File: src/hw/rtl/sdtq_pkg.sv
// Shared types and constants for the sorted deadline timer queue.
package sdtq_pkg;

    localparam int DEPTH_DEFAULT = 16;
    localparam int TIME_W        = 32;
    localparam int DELAY_W       = 16;

    typedef enum logic [1:0] {
        OP_SET   = 2'd0,
        OP_ALARM = 2'd1,
        OP_POP   = 2'd2
    } op_t;

    typedef enum logic [1:0] {
        ERR_OK    = 2'd0,
        ERR_FULL  = 2'd1,
        ERR_EMPTY = 2'd2
    } err_t;

    typedef enum logic [9:0] {
        ST_IDLE     = 10'b00_0000_0001,
        ST_INS_RD   = 10'b00_0000_0010,
        ST_INS_CMP  = 10'b00_0000_0100,
        ST_INS_PUT  = 10'b00_0000_1000,
        ST_REP_RD   = 10'b00_0001_0000,
        ST_REP_CMP  = 10'b00_0010_0000,
        ST_POP_RD   = 10'b00_0100_0000,
        ST_POP_HEAD = 10'b00_1000_0000,
        ST_POP_MOV  = 10'b01_0000_0000,
        ST_DONE     = 10'b10_0000_0000
    } state_t;

    typedef struct packed {
        logic load;
        logic ins_rd;
        logic ins_cmp;
        logic ins_put;
        logic rep_rd;
        logic rep_cmp;
        logic pop_rd;
        logic pop_head;
        logic pop_mov;
        logic out_load;
    } cmd_t;

    typedef struct packed {
        logic [1:0] req_op;
        logic       full;
        logic       empty;
        logic       count_one;
        logic       ptr_one;
        logic       ptr_last;
        logic       gt_when;
        logic       gt_now;
        logic       out_free;
    } status_t;

endpackage

File: src/hw/rtl/sdtq_datapath.sv
// Datapath: deadline memory, scan pointer, fill count and result register.
module sdtq_datapath import sdtq_pkg::*; #(
    parameter int DEPTH = DEPTH_DEFAULT,
    parameter int CNT_W = $clog2(DEPTH + 1),
    parameter int IDX_W = (DEPTH > 1) ? $clog2(DEPTH) : 1
) (
    input  logic               clk,
    input  logic               rst_n,
    input  logic [1:0]         req_op,
    input  logic [TIME_W-1:0]  req_now,
    input  logic [DELAY_W-1:0] req_delay,
    input  cmd_t               cmd,
    output status_t            status,
    output logic               rsp_valid,
    input  logic               rsp_ready,
    output logic               rsp_alarm_valid,
    output logic [TIME_W-1:0]  rsp_alarm_delay,
    output logic [TIME_W-1:0]  rsp_popped,
    output logic [CNT_W-1:0]   rsp_count,
    output logic [1:0]         rsp_error
);

    logic [TIME_W-1:0] mem [DEPTH];
    logic [TIME_W-1:0] rd_data_reg;

    logic [TIME_W-1:0] now_reg, when_reg;
    logic [TIME_W-1:0] when_calc;
    logic [TIME_W:0]   sum;
    logic [CNT_W-1:0]  count_reg, count_next;
    logic [CNT_W-1:0]  ptr_reg, ptr_next;
    logic [CNT_W-1:0]  ptr_m1, ptr_m2, ptr_p1;

    logic              alarm_valid_reg, alarm_valid_next;
    logic [TIME_W-1:0] alarm_delay_reg, alarm_delay_next;
    logic [TIME_W-1:0] popped_reg, popped_next;
    err_t              err_reg, err_next;

    logic              out_valid_reg;
    logic              out_alarm_valid_reg;
    logic [TIME_W-1:0] out_alarm_delay_reg;
    logic [TIME_W-1:0] out_popped_reg;
    logic [CNT_W-1:0]  out_count_reg;
    err_t              out_err_reg;

    logic              rd_en, wr_en;
    logic [IDX_W-1:0]  rd_addr, wr_addr;
    logic [TIME_W-1:0] wr_data;
    logic              gt_when, gt_now, ptr_last, ptr_one;

    assign sum       = {1'b0, req_now} + {{(TIME_W + 1 - DELAY_W){1'b0}}, req_delay};
    assign when_calc = sum[TIME_W] ? {TIME_W{1'b1}} : sum[TIME_W-1:0];

    assign ptr_m1   = ptr_reg - CNT_W'(1);
    assign ptr_m2   = ptr_reg - CNT_W'(2);
    assign ptr_p1   = ptr_reg + CNT_W'(1);
    assign gt_when  = rd_data_reg > when_reg;
    assign gt_now   = rd_data_reg > now_reg;
    assign ptr_last = (ptr_p1 == count_reg);
    assign ptr_one  = (ptr_reg == CNT_W'(1));

    always_comb
    begin
        status           = '0;
        status.req_op    = req_op;
        status.full      = (count_reg == CNT_W'(DEPTH));
        status.empty     = (count_reg == '0);
        status.count_one = (count_reg == CNT_W'(1));
        status.ptr_one   = ptr_one;
        status.ptr_last  = ptr_last;
        status.gt_when   = gt_when;
        status.gt_now    = gt_now;
        status.out_free  = !out_valid_reg || rsp_ready;
    end

    // memory port control
    always_comb
    begin
        rd_en   = 1'b0;
        rd_addr = '0;
        wr_en   = 1'b0;
        wr_addr = ptr_reg[IDX_W-1:0];
        wr_data = when_reg;
        if (cmd.ins_rd)
        begin
            rd_en   = 1'b1;
            rd_addr = ptr_m1[IDX_W-1:0];
        end
        if (cmd.ins_cmp)
        begin
            wr_en = 1'b1;
            if (gt_when)
            begin
                wr_data = rd_data_reg;
                rd_en   = !ptr_one;
                rd_addr = ptr_m2[IDX_W-1:0];
            end
        end
        if (cmd.ins_put)
            wr_en = 1'b1;
        if (cmd.rep_rd || cmd.pop_rd)
            rd_en = 1'b1;
        if ((cmd.rep_cmp && !gt_now && !ptr_last) || (cmd.pop_mov && !ptr_last))
        begin
            rd_en   = 1'b1;
            rd_addr = ptr_p1[IDX_W-1:0];
        end
        if (cmd.pop_head && !status.count_one)
        begin
            rd_en   = 1'b1;
            rd_addr = IDX_W'(1);
        end
        if (cmd.pop_mov)
        begin
            wr_en   = 1'b1;
            wr_addr = ptr_m1[IDX_W-1:0];
            wr_data = rd_data_reg;
        end
    end

    always_ff @(posedge clk)
    begin
        if (wr_en)
            mem[wr_addr] <= wr_data;
        if (rd_en)
            rd_data_reg <= mem[rd_addr];
    end

    // pointer, count and result fields
    always_comb
    begin
        ptr_next         = ptr_reg;
        count_next       = count_reg;
        alarm_valid_next = alarm_valid_reg;
        alarm_delay_next = alarm_delay_reg;
        popped_next      = popped_reg;
        err_next         = err_reg;
        if (cmd.load)
        begin
            ptr_next         = (req_op == OP_SET) ? count_reg : '0;
            alarm_valid_next = 1'b0;
            alarm_delay_next = '0;
            popped_next      = '0;
            err_next         = ERR_OK;
            if (req_op == OP_SET && status.full)
                err_next = ERR_FULL;
            if (req_op == OP_POP && status.empty)
                err_next = ERR_EMPTY;
        end
        if (cmd.ins_cmp)
        begin
            if (gt_when)
                ptr_next = ptr_m1;
            else
                count_next = count_reg + CNT_W'(1);
        end
        if (cmd.ins_put)
            count_next = count_reg + CNT_W'(1);
        if (cmd.rep_rd || cmd.pop_rd)
            ptr_next = '0;
        if (cmd.rep_cmp)
        begin
            if (gt_now)
            begin
                alarm_valid_next = 1'b1;
                alarm_delay_next = rd_data_reg - now_reg;
            end
            else if (!ptr_last)
                ptr_next = ptr_p1;
        end
        if (cmd.pop_head)
        begin
            popped_next = rd_data_reg;
            ptr_next    = CNT_W'(1);
            if (status.count_one)
                count_next = count_reg - CNT_W'(1);
        end
        if (cmd.pop_mov)
        begin
            if (ptr_last)
                count_next = count_reg - CNT_W'(1);
            else
                ptr_next = ptr_p1;
        end
    end

    always_ff @(posedge clk or negedge rst_n)
    begin
        if (!rst_n)
        begin
            count_reg     <= '0;
            ptr_reg       <= '0;
            out_valid_reg <= 1'b0;
        end
        else
        begin
            count_reg <= count_next;
            ptr_reg   <= ptr_next;
            if (cmd.out_load)
                out_valid_reg <= 1'b1;
            else if (rsp_ready)
                out_valid_reg <= 1'b0;
        end
    end

    always_ff @(posedge clk)
    begin
        if (cmd.load)
        begin
            now_reg  <= req_now;
            when_reg <= when_calc;
        end
        alarm_valid_reg <= alarm_valid_next;
        alarm_delay_reg <= alarm_delay_next;
        popped_reg      <= popped_next;
        err_reg         <= err_next;
        if (cmd.out_load)
        begin
            out_alarm_valid_reg <= alarm_valid_reg;
            out_alarm_delay_reg <= alarm_delay_reg;
            out_popped_reg      <= popped_reg;
            out_count_reg       <= count_reg;
            out_err_reg         <= err_reg;
        end
    end

    assign rsp_valid       = out_valid_reg;
    assign rsp_alarm_valid = out_alarm_valid_reg;
    assign rsp_alarm_delay = out_alarm_delay_reg;
    assign rsp_popped      = out_popped_reg;
    assign rsp_count       = out_count_reg;
    assign rsp_error       = out_err_reg;

endmodule

File: config.mk
export PLATFORM = sky130hd
export DESIGN_NAME = sdtq_datapath
export DESIGN_NICKNAME = d
export VERILOG_FILES = /design/src/hw/rtl/sdtq_pkg.sv /design/src/hw/rtl/sdtq_datapath.sv
export SDC_FILE = /design/constraint.sdc
export NUM_CORES = 1
export LEC_CHECK = 0
export BUFFER_PORTS_ARGS = -buffer_cell sky130_fd_sc_hd__buf_4
export CAP_MARGIN = 0
export CORE_ASPECT_RATIO = 0.7
export CORE_MARGIN = 3
export CORE_UTILIZATION = 30
export DETAILED_ROUTE_END_ITERATION = 16
export PLACE_DENSITY = 0.52
export SETUP_SLACK_MARGIN = 0.2
export SYNTH_ARGS = -nofsm -noshare
export SYNTH_HDL_FRONTEND = slang
export SYNTH_SLANG_ARGS = --single-unit
File: constraint.sdc
create_clock -name clk -period 6.1 [get_ports clk]
set_clock_uncertainty 0.05 [all_clocks]
set_input_delay 0.61 -clock clk [delete_from_list [all_inputs] [get_ports clk]]
set_output_delay 0.61 -clock clk [all_outputs]
set_load 0.03 [all_outputs]
==> results.cfg <==
[run_status]
status = finished clean

[worst_setup_path]
startpoint = rd_data_reg[14]$_DFFE_PP_
crit_buf_inv = 1
crit_family = simple AND/OR/NAND/NOR gates
crit_top_cell = nor3_1
start_kind = register
reg2reg_slack_ns = 0.53
reg2reg_from = rd_data_reg[14]$_DFFE_PP_
worstPathMaxFanout = 24
critical_path_class = register to register
cp_slowest_cell = nor3_1
critical_path_arrival_ns = 5.89
crit_chain = ha_1 > nand4_1 > nor3_1 > a22o_1 > o311ai_1 > nand2_1 > mux2_2 > a41o_1 > and2_1 > buf_12 > a32o_1 > nor3_1
critical-path-max-stage-delay_ns = 0.71
critPathCaptureType = register
rr_endpoint = rd_data_reg[21]$_DFFE_PP_
rr_worst_depth = 12
crit_required_ns = 6.42

[synth]
synth-seq-area-share = 0.665
ys_ff_latch = 758
synthFlopType = edfxtp_1
synth_cell_type_count = 84
synth_cells = 2479
syn-num-nets = 2634
synth-edff-count = 714
async_flop_share = 0.0145
ys_warn_count = 0
synth_area_um2 = 33600
syn_avg_cell_area_um2 = 13.6

[finish]
top_register = mem
finalNetCount = 2762
drive_above_1_share = 0.147
layout_commonest_cell = edfxtp_1
utilization = 0.350
largest_reg_flops = 512
fin_cells = 4120
n_fill_cell = 10586
area_growth_pct = 15.4
design_area_um2 = 38800
layout.cells.most_common_list = edfxtp_1, inv_1, nand2_1

[timing]
period_needed_ns = 5.57
whs_ns = 0.105
hold_viol = 0
fin_tns_setup_ns = 0
setup_violations = 0
max_freq_mhz = 180
drv_slew = 0
fin_crit_sh = 0.913
tightest_slew_ns = 1.35
rsz0062_at_grt = no
relSlewSlack = 0.100

[cts]
cts-buffers-inserted = 71
htree_num_levels = 3
clkSinkCount = 758
postCtsSetupBuffers = 0
max-clock-path-buffers = 3
cts-root-buf = clkbuf_16
cts.clk_slew.worst_paths_ns = 0.06
cts_tree = done
clk_latency_ns = 0.65

[detailed_routing]
num_vias = 21955
wire_per_inst_um = 24.2
ant_nets = 0
first_iter_violations = 2517
drcViolationCount = 0
viasPerCell = 5.33
drtPass1Iterations = 6
routed_wl_um = 99900

[hold_path]
hold-path-cell-count = 1
hold_end = now_reg[15]$_DFFE_PP_
holdCritPathClass = primary input to register
hp-start = req_now[15]

[power_and_ir_drop]
total_leakage_power_nw = 13.9
vdd_drop_max_mv = 0.368
power-per-cell-area_nw_per_um2 = 496

[place]
dpl_cell_area_um2 = 36600
hpwl_um = 62800
gp_congestion = 0.875
placed_cells = 3989
numPortBuffers = 145

[floorplanning]
fp.dieW_um = 406
ios = 146
initial_core_util = 0.303
core_area_um2 = 111000
die-area_um2 = 116000
die-height_um = 286
row_count = 102

[grt]
grt_pass1_wl_um = 145000
grt_max_degree = 117
antenna_found_initial = 3
grt_util_all_layers = 0.168
grt_overflow = 0
grt_pass1_vias = 21209

[job]
cap_viol_max_count = 0
## per-layer routing
| layer | GRT usage | vias to the layer above | routed length, um |
|---|---|---|---|
| li1 | - | 9787 | - |
| met1 | 0.263 | 11192 | 48800 |
| met2 | 0.235 | 866 | 41900 |
| met3 | 0.0344 | 110 | 7650 |
| met4 | 0.0350 | 0 | 1560 |
| met5 | 0 | - | 0 |
## stage by stage
step	setup slack (ns)	power, mW
6_report	0.529	19.3
3_5_place_dp	0.562	15.0
2_1_floorplan	1.81	12.2
5_1_grt	0.325	20.2
4_1_cts	0.549	19.3
3_3_place_gp	0.606	14.8
## kinds of logic after synthesis
kind of cell / count (synthesis) / synth area share
AO/OA/AOI/OAI: 549 / 0.124
adder cells (fa/ha/maj): 92 / 0.0347
flip-flops: 758 / 0.665
AND/OR/NAND/NOR: 543 / 0.0827
multiplexers: 108 / 0.0337
XOR/XNOR: 59 / 0.0154
buffers and inverters: 370 / 0.0446
## how the worst max path moves through the flow
stage,to,slack [ns],depth (start not counted)
finish,rd_data_reg[21]$_DFFE_PP_,0.53,12
global route,rd_data_reg[26]$_DFFE_PP_,0.33,13
global placement,rd_data_reg[26]$_DFFE_PP_,0.61,13
detailed placement,rd_data_reg[26]$_DFFE_PP_,0.56,14
CTS,rd_data_reg[26]$_DFFE_PP_,0.55,13
floorplan,rd_data_reg[0]$_DFFE_PP_,1.81,12
## power breakdown
group          total, mW  switching, mW  internal (mW)  leakage, nW
sequential          8.15          0.603           7.54         7.09
combinational       6.79           4.72           2.07         5.75
clock               4.32           1.98           2.33         1.06
## synthesized netlist by cell type, types with 10 or more instances
| cell | n | area [um2] |
|---|---|---|
| xnor2_1 | 36 | 315 |
| mux2_2 | 37 | 417 |
| nand3b_1 | 33 | 248 |
| ha_1 | 90 | 1130 |
| xor2_1 | 23 | 201 |
| o31ai_1 | 125 | 938 |
| nand2b_1 | 10 | 62.6 |
| mux2i_1 | 67 | 671 |
| nor2b_1 | 12 | 75.1 |
| inv_1 | 217 | 815 |
| a21o_1 | 18 | 135 |
| dfxtp_1 | 33 | 661 |
| and2_1 | 43 | 269 |
| nor3_1 | 54 | 270 |
| nor2_1 | 58 | 218 |
| o2111ai_1 | 118 | 1030 |
| dfrtp_1 | 11 | 275 |
| edfxtp_1 | 714 | 21400 |
| a21oi_1 | 57 | 285 |
| clkbuf_1 | 99 | 372 |
| nand2_1 | 204 | 766 |
| nand4_1 | 45 | 282 |
| nand3_1 | 25 | 125 |
| buf_2 | 38 | 190 |
| o21ai_0 | 69 | 345 |
| a32o_1 | 65 | 651 |
| and3_1 | 16 | 100 |
## cell type report
| class | count | area, um2 | area share |
|---|---|---|---|
| clock inverter | 32 | 223 | 0.00574 |
| antenna | 1 | 2.50 | 0.0000645 |
| sequential | 758 | 22400 | 0.576 |
| inverter | 220 | 826 | 0.0213 |
| timing repair buffer | 205 | 1640 | 0.0423 |
| multi-input combinational | 1351 | 9980 | 0.257 |
| tap | 1456 | 1820 | 0.0469 |
| clock buffer | 97 | 1950 | 0.0502 |
## timing repair
item                      in CTS  in global routing
hold endpoints to repair      11                  0
hold buffers                   1                  0
resized for setup              0                  0
No activity file was read; power rests on OpenSTA's default activity.
