`config.mk`:
```
export PLATFORM = sky130hd
export DESIGN_NAME = sdtq_ctrl
export DESIGN_NICKNAME = d
export VERILOG_FILES = /design/src/hw/rtl/sdtq_pkg.sv /design/src/hw/rtl/sdtq_ctrl.sv
export SDC_FILE = /design/constraint.sdc
export NUM_CORES = 1
export LEC_CHECK = 0
export ABC_AREA = 1
export BUFFER_PORTS_ARGS = -buffer_cell sky130_fd_sc_hd__buf_2
export CAP_MARGIN = 20
export CORE_MARGIN = 2
export CORE_UTILIZATION = 30
export CTS_CLUSTER_DIAMETER = 150
export DETAILED_ROUTE_END_ITERATION = 10
export SLEW_MARGIN = 40
export SYNTH_ARGS = -nofsm -noshare
export SYNTH_HDL_FRONTEND = slang
export SYNTH_SLANG_ARGS = --single-unit
```
`constraint.sdc`:
```
create_clock -name clk -period 3.3 [get_ports clk]
set_clock_uncertainty 0.2 [all_clocks]
set_input_delay 0.825 -clock clk [delete_from_list [all_inputs] [get_ports clk]]
set_output_delay 0.825 -clock clk [all_outputs]
set_load 0.05 [all_outputs]
```
`src/hw/rtl/sdtq_pkg.sv`:
```
// Shared types and constants for the sorted deadline timer queue.
package sdtq_pkg;

    localparam int DEPTH_DEFAULT = 16;
    localparam int TIME_W        = 32;
    localparam int DELAY_W       = 16;

    typedef enum logic [1:0] {
        OP_SET   = 2'd0,
        OP_ALARM = 2'd1,
        OP_POP   = 2'd2
    } op_t;

    typedef enum logic [1:0] {
        ERR_OK    = 2'd0,
        ERR_FULL  = 2'd1,
        ERR_EMPTY = 2'd2
    } err_t;

    typedef enum logic [9:0] {
        ST_IDLE     = 10'b00_0000_0001,
        ST_INS_RD   = 10'b00_0000_0010,
        ST_INS_CMP  = 10'b00_0000_0100,
        ST_INS_PUT  = 10'b00_0000_1000,
        ST_REP_RD   = 10'b00_0001_0000,
        ST_REP_CMP  = 10'b00_0010_0000,
        ST_POP_RD   = 10'b00_0100_0000,
        ST_POP_HEAD = 10'b00_1000_0000,
        ST_POP_MOV  = 10'b01_0000_0000,
        ST_DONE     = 10'b10_0000_0000
    } state_t;

    typedef struct packed {
        logic load;
        logic ins_rd;
        logic ins_cmp;
        logic ins_put;
        logic rep_rd;
        logic rep_cmp;
        logic pop_rd;
        logic pop_head;
        logic pop_mov;
        logic out_load;
    } cmd_t;

    typedef struct packed {
        logic [1:0] req_op;
        logic       full;
        logic       empty;
        logic       count_one;
        logic       ptr_one;
        logic       ptr_last;
        logic       gt_when;
        logic       gt_now;
        logic       out_free;
    } status_t;

endpackage

```
`src/hw/rtl/sdtq_ctrl.sv`:
```
// Controller state machine: sequences insert, report and pop passes.
module sdtq_ctrl import sdtq_pkg::*; (
    input  logic    clk,
    input  logic    rst_n,
    input  logic    req_valid,
    output logic    req_ready,
    input  status_t status,
    output cmd_t    cmd
);

    state_t state_reg;
    state_t state_next;
    logic   fire;

    assign req_ready = (state_reg == ST_IDLE);
    assign fire      = req_valid && req_ready;

    always_comb
    begin
        state_next = state_reg;
        unique case (state_reg)
            ST_IDLE:
            begin
                if (fire)
                begin
                    unique case (status.req_op)
                        OP_SET:
                        begin
                            priority if (status.full)  state_next = ST_REP_RD;
                            else if (status.empty)     state_next = ST_INS_PUT;
                            else                       state_next = ST_INS_RD;
                        end
                        OP_ALARM: state_next = status.empty ? ST_DONE : ST_REP_RD;
                        OP_POP:   state_next = status.empty ? ST_DONE : ST_POP_RD;
                        default:  state_next = ST_DONE;
                    endcase
                end
            end
            ST_INS_RD:  state_next = ST_INS_CMP;
            ST_INS_CMP:
            begin
                priority if (!status.gt_when) state_next = ST_REP_RD;
                else if (status.ptr_one)      state_next = ST_INS_PUT;
                else                          state_next = ST_INS_CMP;
            end
            ST_INS_PUT: state_next = ST_REP_RD;
            ST_REP_RD:  state_next = ST_REP_CMP;
            ST_REP_CMP:
            begin
                if (status.gt_now || status.ptr_last)
                    state_next = ST_DONE;
            end
            ST_POP_RD:   state_next = ST_POP_HEAD;
            ST_POP_HEAD: state_next = status.count_one ? ST_DONE : ST_POP_MOV;
            ST_POP_MOV:
            begin
                if (status.ptr_last)
                    state_next = ST_DONE;
            end
            ST_DONE:
            begin
                if (status.out_free)
                    state_next = ST_IDLE;
            end
            default: state_next = ST_IDLE;
        endcase
    end

    always_ff @(posedge clk or negedge rst_n)
    begin
        if (!rst_n)
            state_reg <= ST_IDLE;
        else
            state_reg <= state_next;
    end

    always_comb
    begin
        cmd          = '0;
        cmd.load     = fire;
        cmd.ins_rd   = (state_reg == ST_INS_RD);
        cmd.ins_cmp  = (state_reg == ST_INS_CMP);
        cmd.ins_put  = (state_reg == ST_INS_PUT);
        cmd.rep_rd   = (state_reg == ST_REP_RD);
        cmd.rep_cmp  = (state_reg == ST_REP_CMP);
        cmd.pop_rd   = (state_reg == ST_POP_RD);
        cmd.pop_head = (state_reg == ST_POP_HEAD);
        cmd.pop_mov  = (state_reg == ST_POP_MOV);
        cmd.out_load = (state_reg == ST_DONE) && status.out_free;
    end

endmodule

```
==> flow_summary_export.csv, run 1 <==
group,metric,value,unit
synthesis,yosys_register_bits,10,
clock_tree,ctsResizeCount,0,
power_and_ir_drop,internal_power,0.342,mW
clock_tree,postCtsSetupRepairBufs,0,
timing,setup_tns,0,ns
synthesis,async_reset_ff_share,100,%
drt,viasPerCell,4.67,
timing,hold_viol,0,
drt,dr.pass1.iters,7,
drt,routedWlPerCell,10.5,um
power_and_ir_drop,p_per_area,679,mW/mm^2
power_and_ir_drop,design_power_total,0.737,mW
timing,min_period,2.67,ns
grt,grt_overflow_total,0,
synthesis,synth_flop_cell,"dfrtp_1",
timing,tightest_slew,0.265,ns
critical_path,slowest_delay,0.47,ns
grt,grt_pass1_wl,3.46,mm
status,violations,"DRC",
finish,area_growth,20.2,%
finish,num_antenna_cells,0,
clock_tree,tritoncts,"done",
finish,nNetsFinal,179,
critical_path,worstPathArrival,1.64,ns
synthesis,synth_sequential_area_ratio,27.9,%
grt,grt_pass1_vias,816,
critical_path,crit_chain,"nor2_4 -> nand2_4 -> inv_2 -> nand3_1 -> nor3_1 -> buf_2",
critical_path,critPathRequiredTime,2.27,ns
clock_tree,clk_path_buf_depth,2,
finish,final_area,0.00108,mm^2
floorplanning,start_util,32.2,%
status,status,"finished, violations left",
finish,final-seq-area,251,um^2
timing,fin_crit_sh,80.8,%
clock_tree,htreeDepth,1,
finish,largest_reg_flops,10,
finish,nFillCells,320,
drt,drc_errors,2,
finish,drive_above_1_share,28.5,%
timing,setup_viol,0,
drt,antenna_left,0,
clock_tree,cts.hold.buffers_added,0,
power_and_ir_drop,netSwitchingFraction,53.5,%
floorplanning,core_region_area,0.00281,mm^2
placement,gp_congestion,0.778,
timing,slew_viol_final,0,
finish,final_util,38.7,%
grt,track_usage,13.3,%
synthesis,synth_top_cell_area_share,25.0,%
synthesis,syn_area_per_cell,6.49,um^2
synthesis,synth_fp_nets,152,
placement,dpl_cell_area,0.00105,mm^2
synthesis,synth_area_leaders,"dfrtp_1, nand2_1, nor2_1",
drt,vias,915,
critical_path,critPathKind,"reg -> out",
floorplanning,ioPinCount,24,
synthesis,netlist_instances,139,
timing,rsz0062_at_grt,"false",
power_and_ir_drop,peakVddDrop,0.354,mV
critical_path,cp_slowest_cell,"dfrtp_1",
timing,holdWs,0.206,ns
power_and_ir_drop,p_sw,0.394,mW
grt,grt_max_degree,11,
synthesis,synth_edf_count,0,
finish,multi_input_area,539,um^2
worst_hold_path,hold_path_class,"in -> async",
critical_path,cp_max_fo,5,
synthesis,yosysUniqueCellTypes,22,
floorplanning,num_rows,19,
critical_path,end_kind,"output pin",
power_and_ir_drop,clockPowerShare,15.4,%
grt,antenna_found_initial,0,
critical_path,startpoint_type,"register",
power_and_ir_drop,pwr-share-seq,23.0,%
run,max_cap_viol_count,0,
clock_tree,path_clk_slew,0.07,ns
power_and_ir_drop,p_comb_share,61.6,%
power_and_ir_drop,p_leak,0.647,nW
synthesis,synth_area,902,um^2
clock_tree,cts_sinks,10,
floorplanning,die_w,58.8,um
timing,fmax,375,MHz
floorplanning,die_area,0.00346,mm^2
clock_tree,cts_buffers,3,
synthesis,synth_top_area_cell,"dfrtp_1",
clock_tree,clock_latency,0.27,ns
synthesis,synth_top_cells_by_count,"nand2_1, nor2_1, inv_1",
timing,slew_headroom,82.2,%
synthesis,ys_warn_count,0,
clock_tree,clock_tree.root_cell,"clkbuf_4",
drt,drt_iter0_markers,22,
placement,port_buffers,23,
placement,hpwl,1.71,mm
floorplanning,die_h,58.8,um
drt,wirelength,2.07,mm
metrics by stage:
stage / std cells / setup slack (ns)
after detailed placement: 192 / 0.909
after CTS: 196 / 0.604
after global routing: 196 / 0.492
after floorplan: 139 / 0.375
final: 196 / 0.634
after global placement: 192 / 0.953
worst max-delay path: cells and delay by family, from the launching register on:
kind          cells  cell delay [ns]
simple gates      4             0.51
flops             1             0.47
buf+inv           2             0.38
worst paths after layout:
path / end / slack [ns] / startpoint / cells past startpoint
min: state_reg[2] / 0.21 / rst_n / 1
min in group clk: state_reg[5] / 0.43 / state_reg[5] / 2
max in group asynchronous: state_reg[0] / 2.44 / rst_n / 1
max reg2reg: state_reg[4] / 1.65 / state_reg[0] / 9
min reg2reg: state_reg[5] / 0.43 / state_reg[5] / 2
max: cmd[3] / 0.63 / state_reg[2] / 6
power by group through the flow:
stage / combinational, mW / clock (mW) / sequential (mW)
global placement: 0.450 / 0 / 0.171
finish: 0.454 / 0.114 / 0.169
CTS: 0.460 / 0.116 / 0.170
detailed placement: 0.458 / 0 / 0.172
floorplan: 0.375 / 0 / 0.166
global route: 0.498 / 0.122 / 0.173
cell families (layout without fill, tap and decap cells):
family,count (synthesis),in the layout,share of synthesized area (%)
buf+inv,28,54,12.3
flops,10,10,27.9
simple gates,94,94,55.1
compound gates,7,7,4.72
per-layer routing:
| metal | up-vias | wire, um | GRT usage (%) |
|---|---|---|---|
| met4 | 0 | 30 | 4.87 |
| met5 | - | 0 | 0 |
| met1 | 397 | 996 | 17.8 |
| li1 | 484 | - | - |
| met2 | 30 | 928 | 21.0 |
| met3 | 4 | 110 | 3.08 |
layout by cell type, fill, tap and decap left out, types with 2 or more instances in the layout:
cell and count:
nor2_1 29, nand2_1 29, inv_1 25, buf_2 23
nand3_1 9, dfrtp_1 9, nor2_4 7, nor3_1 5
nand2_4 4, nand4_1 4, o21ai_0 3, clkbuf_4 3
nand3_2 2, nand2_2 2, nand3b_1 2
area by class of cell:
| cell class | count | area share, % |
|---|---|---|
| Inverter | 27 | 9.57 |
| Tap cell | 31 | 3.58 |
| Sequential cell | 10 | 23.2 |
| Timing Repair Buffer | 23 | 10.6 |
| Clock buffer | 4 | 3.34 |
| Multi-Input combinational cell | 101 | 49.7 |
(Power assumes the default switching activity.)
==> inputs of run 2 (changes only) <==
==> constraint.sdc (replaced) <==
create_clock -name clk -period 2.2 [get_ports clk]
set_clock_uncertainty 0.2 [all_clocks]
set_input_delay 0.55 -clock clk [delete_from_list [all_inputs] [get_ports clk]]
set_output_delay 0.55 -clock clk [all_outputs]
set_load 0.05 [all_outputs]
==> run 2 against run 1 <==
Against the previous run:
- the run ends with DRC, setup timing left
- routed wire length grew 27%
- critical path type unchanged
- sequential power is 57% higher
- register-to-register slack worse by 1.2 ns
- cell area up 27%
- worst hold slack gained 0.084 ns
- setup slack lost 0.65 ns
==> flow_summary_export.csv, run 2 (same netlist as run 1, synthesis figures left out) <==
group,metric,value,unit
power_and_ir_drop,peakVddDrop,0.789,mV
clock_tree,clock_tree.root_cell,"clkbuf_4",
floorplanning,die_area,0.00346,mm^2
finish,mostFrequentLayoutCells,"nand2_1, nor2_1, inv_1, buf_4, buf_2",
timing,final.setup.worst_slack,-0.0142,ns
finish,multi_input_area,616,um^2
critical_path,end_kind,"output pin",
timing,hold_viol,0,
critical_path,worstPathArrival,1.46,ns
drt,drc_errors,2,
finish,stdcell_count,215,
status,status,"finished, violations left",
finish,mostFrequentLayoutCell,"nand2_1",
critical_path,critPathKind,"reg -> out",
timing,holdWs,0.289,ns
clock_tree,htreeDepth,1,
timing,slew_viol_final,0,
floorplanning,num_rows,19,
grt,grt_pass1_vias,967,
clock_tree,cts_sinks,10,
placement,gp_congestion,0.782,
grt,track_usage,15.7,%
grt,grt_max_degree,11,
run,max_cap_viol_count,0,
grt,grt_overflow_total,0,
finish,final-seq-area,255,um^2
critical_path,critPathBufInv,2,
clock_tree,clk_path_buf_depth,2,
critical_path,cp_slowest_cell,"dfrtp_2",
critical_path,cp_max_fo,5,
floorplanning,die_w,58.8,um
floorplanning,die_h,58.8,um
finish,largest_reg_flops,10,
timing,fin_crit_sh,101,%
clock_tree,tritoncts,"done",
drt,drt_iter0_markers,29,
floorplanning,start_util,32.2,%
clock_tree,cts_buffers,3,
grt,grt_pass1_wl,4.16,mm
critical_path,slowest_delay,0.43,ns
grt,antenna_found_initial,0,
timing,tightest_slew,0.259,ns
timing,min_period,2.21,ns
finish,drive_above_1_share,47.3,%
drt,wirelength,2.63,mm
critical_path,startpoint_type,"register",
power_and_ir_drop,p_per_area,1000,mW/mm^2
clock_tree,path_clk_slew,0.07,ns
timing,rsz0062_at_grt,"true",
critical_path,critPathRequiredTime,1.45,ns
critical_path,crit_chain,"nor2_4 -> nand2_4 -> inv_4 -> nand3_2 -> nor3_2 -> buf_6",
power_and_ir_drop,p_leak,0.744,nW
placement,hpwl,1.81,mm
drt,antenna_left,0,
floorplanning,core_region_area,0.00281,mm^2
finish,area_growth,53.1,%
drt,dr.pass1.iters,7,
status,violations,"DRC, setup timing",
finish,nFillCells,288,
finish,nNetsFinal,198,
drt,viasPerCell,4.78,
timing,slew_headroom,82.5,%
floorplanning,ioPinCount,24,
critical_path,cpLargestDelayFamily,"simple AND/OR/NAND/NOR gates",
placement,placed_cells,193,
drt,vias,1027,
placement,port_buffers,23,
worst_hold_path,hold_path_class,"in -> reg",
finish,num_antenna_cells,0,
timing,setup_viol,2,
clock_tree,clock_latency,0.26,ns
drt,routedWlPerCell,12.2,um
timing,fmax,452,MHz
## run 2: cell count changes in the layout (fill, tap and decap cells not counted), sizes merged
cell	previous run	this run
dlygate4sd3	0	1
buf	23	41
## run 2: final cells by class
| type | instances | share of cell area (%) |
|---|---|---|
| timing repair buffer | 42 | 24.4 |
| tap | 31 | 2.81 |
| multi-input combinational | 101 | 44.6 |
| clock buffer | 4 | 1.90 |
| sequential | 10 | 18.5 |
| inverter | 27 | 7.88 |
## run 2: path summary, 6_finish.rpt
path,from,to,slack (ns),cells after the start
worst max-delay path,state_reg[3],cmd[3],-0.01,6
worst min-delay path,status[4],state_reg[2],0.29,2
worst max register to register,state_reg[0],state_reg[4],0.42,10
worst min register to register,state_reg[5],state_reg[5],0.45,2
max in group asynchronous,rst_n,state_reg[0],1.06,2
min in group asynchronous,rst_n,state_reg[3],0.48,2
## run 2: power by group
part,internal (mW),switching [mW],leakage [nW],total (mW)
logic,0.382,0.599,0.599,0.981
registers,0.219,0.0458,0.130,0.265
clock network,0.0700,0.0668,0.0150,0.137
## run 2: stage by stage
step | total power, mW | worst slack (ns) | instance area, um^2 | TNS (ns) | utilization (%)
floorplan | 0.816 | -0.0304 | 910 | -0.0304 | -
global placement | 0.953 | 0.117 | 1060 | 0 | 37.9
detailed placement | 0.962 | 0.0978 | 1060 | 0 | 37.9
CTS | 1.21 | -0.0524 | 1230 | -0.0524 | 43.9
global route | 1.48 | -0.0778 | 1380 | -0.426 | 49.2
finish | 1.38 | -0.0142 | 1380 | -0.0253 | 49.2
## run 2: what timing repair did
action	4_1_cts	5_1_grt
buffers inserted	8	9
endpoints found under the hold margin	9	0
hold buffers	1	0
pin swaps	6	11
setup endpoints to repair	11	11
resized for setup	27	26
## run 2: layer usage
metal	routed length, um	share of wire, %	up-vias	track usage, %
li1	-	-	521	-
met1	1130	43	476	19.7
met2	1360	52	30	27.1
met3	138	5.3	0	2.20
met4	0	0	0	5.84
met5	0	0	-	0
==> inputs of run 3 (changes only) <==
==> constraint.sdc (replaced) <==
create_clock -name clk -period 2.2 [get_ports clk]
set_clock_uncertainty 0.2 [all_clocks]
set_input_delay 0.11 -clock clk [delete_from_list [all_inputs] [get_ports clk]]
set_output_delay 0.11 -clock clk [all_outputs]
set_load 0.05 [all_outputs]
==> run 3 against run 2 <==
Against the previous run:
- the run ends with DRC, hold timing left
- largest cell class unchanged
- clock-buffer cell count is the same
- highest routed layer is now met4
- sequential cell count unchanged
- setup slack better by 0.21 ns
- critical path depth stayed put
- clock power grew 26%
- power decreased by 19%
- cell area down 14%
- combinational power down 29%
==> flow_summary_export.csv, run 3 (same netlist as run 1, synthesis figures left out) <==
group,metric,value,unit
floorplanning,core_region_area,0.00281,mm^2
floorplanning,ioPinCount,24,
critical_path,r2r_start,"state_reg[6]",
finish,nFillCells,304,
grt,grt_pass1_wl,3.93,mm
drt,routedWlPerCell,11.1,um
power_and_ir_drop,p_leak,0.697,nW
drt,drc_errors,2,
critical_path,startpoint_type,"register",
grt,grt_max_degree,11,
drt,drt_iter0_markers,38,
power_and_ir_drop,p_per_area,942,mW/mm^2
timing,tightest_slew,0.250,ns
worst_hold_path,hold_path_class,"in -> reg",
drt,antenna_left,0,
finish,drive_above_1_share,28.0,%
clock_tree,clk_path_buf_depth,2,
finish,num_antenna_cells,0,
floorplanning,die_w,58.8,um
grt,grt_overflow_total,0,
finish,final_area,0.00119,mm^2
drt,wirelength,2.29,mm
critical_path,end_kind,"register",
critical_path,critPathKind,"reg -> reg",
timing,slew_headroom,83.2,%
timing,rsz0062_at_grt,"false",
finish,largest_reg_flops,10,
critical_path,cp_max_fo,6,
clock_tree,cts_sinks,10,
placement,gp_congestion,0.958,
grt,antenna_found_initial,0,
grt,track_usage,14.9,%
drt,viasPerCell,4.74,
critical_path,critPathRequiredTime,2.21,ns
finish,mostFrequentLayoutCells,"nand2_1, nor2_1, inv_1",
finish,area_growth,32.2,%
critical_path,worstPathArrival,2.02,ns
timing,hold_viol,1,
timing,fin_crit_sh,91.1,%
finish,mostFrequentLayoutCell,"nand2_1",
timing,setup_tns,0,ns
floorplanning,die_area,0.00346,mm^2
clock_tree,htreeDepth,1,
run,max_cap_viol_count,0,
clock_tree,cts_buffers,3,
placement,hpwl,1.83,mm
status,violations,"DRC, hold timing",
finish,nNetsFinal,189,
clock_tree,clock_tree.root_cell,"clkbuf_4",
critical_path,worstSetupStartpoint,"state_reg[6]",
floorplanning,die_h,58.8,um
clock_tree,path_clk_slew,0.07,ns
timing,setup_viol,0,
clock_tree,clock_latency,0.27,ns
timing,fmax,499,MHz
placement,dpl_cell_area,0.00105,mm^2
timing,holdWs,-0.00638,ns
clock_tree,tritoncts,"done",
drt,dr.pass1.iters,7,
floorplanning,start_util,32.2,%
power_and_ir_drop,peakVddDrop,0.310,mV
status,status,"finished, violations left",
grt,grt_pass1_vias,933,
timing,slew_viol_final,0,
worst_hold_path,hold_start,"status[3]",
power_and_ir_drop,design_power_total,1.12,mW
drt,vias,977,
floorplanning,num_rows,19,
timing,min_period,2.00,ns
placement,port_buffers,23,
run 3: cell types whose count changed in the layout (fill, tap and decap cells not counted), moves of 6 or more:
cell,delta
inv_2,-6
buf_4,-18
buf_6,-9
dlygate4sd3_1,+9
inv_1,+7
buf_2,+11
run 3: power breakdown:
| part | switching [mW] | leakage, nW | internal [mW] |
|---|---|---|---|
| clock | 0.0715 | 0.0210 | 0.101 |
| combinational | 0.490 | 0.541 | 0.209 |
| sequential | 0.0345 | 0.135 | 0.218 |
run 3: path summary, 6_finish.rpt:
check	endpoint	slack (ns)	depth (start not counted)
setup / recovery	state_reg[2]	0.20	6
hold / removal	state_reg[8]	-0.006	3
setup reg to reg	state_reg[2]	0.20	6
hold reg to reg	state_reg[5]	0.44	2
max in group asynchronous	state_reg[0]	1.50	2
min in group asynchronous	state_reg[7]	0.04	2
run 3: final cells by class:
cell class / count / area (um^2) / area share (%)
Clock buffer: 4 / 36.3 / 3.04
Inverter: 27 / 104 / 8.71
Multi-Input combinational cell: 101 / 547 / 45.9
Sequential cell: 10 / 251 / 21.1
Tap cell: 31 / 38.8 / 3.25
Timing Repair Buffer: 33 / 215 / 18.0
run 3: routing by layer:
metal	vias to the layer above	wire, um	track usage, %
met1	429	1020	19.3
met3	5	167	2.20
met4	0	38	5.84
li1	503	-	-
met2	40	1070	24.8
met5	-	0	0
run 3: critical path, stage by stage, from the launching register on:
cell	delay (ns)
dfrtp_1	0.46
nor2_4	0.18
nand2_4	0.10
inv_4	0.11
nand4_2	0.12
o31ai_1	0.20
dlygate4sd3_1	0.56
run 3: repair_timing:
| action | CTS | global route |
|---|---|---|
| hold buffers | 10 | 0 |
| hold endpoints to repair | 17 | 0 |
| setup buffers | 0 | 0 |
| setup endpoints to repair | 0 | 1 |
| gates resized for setup | 0 | 1 |
run 3: stage by stage:
step / setup slack (ns) / hold slack (ns) / cells / utilization [%]
global route: 0.00385 / 0.0248 / 206 / 42.5
detailed placement: 0.535 / -0.204 / 192 / 37.6
finish: 0.195 / -0.00638 / 206 / 42.5
floorplan: 0.379 / -0.386 / 139 / -
global placement: 0.563 / -0.212 / 192 / 37.6
CTS: 0.125 / 0.0000493 / 206 / 42.4
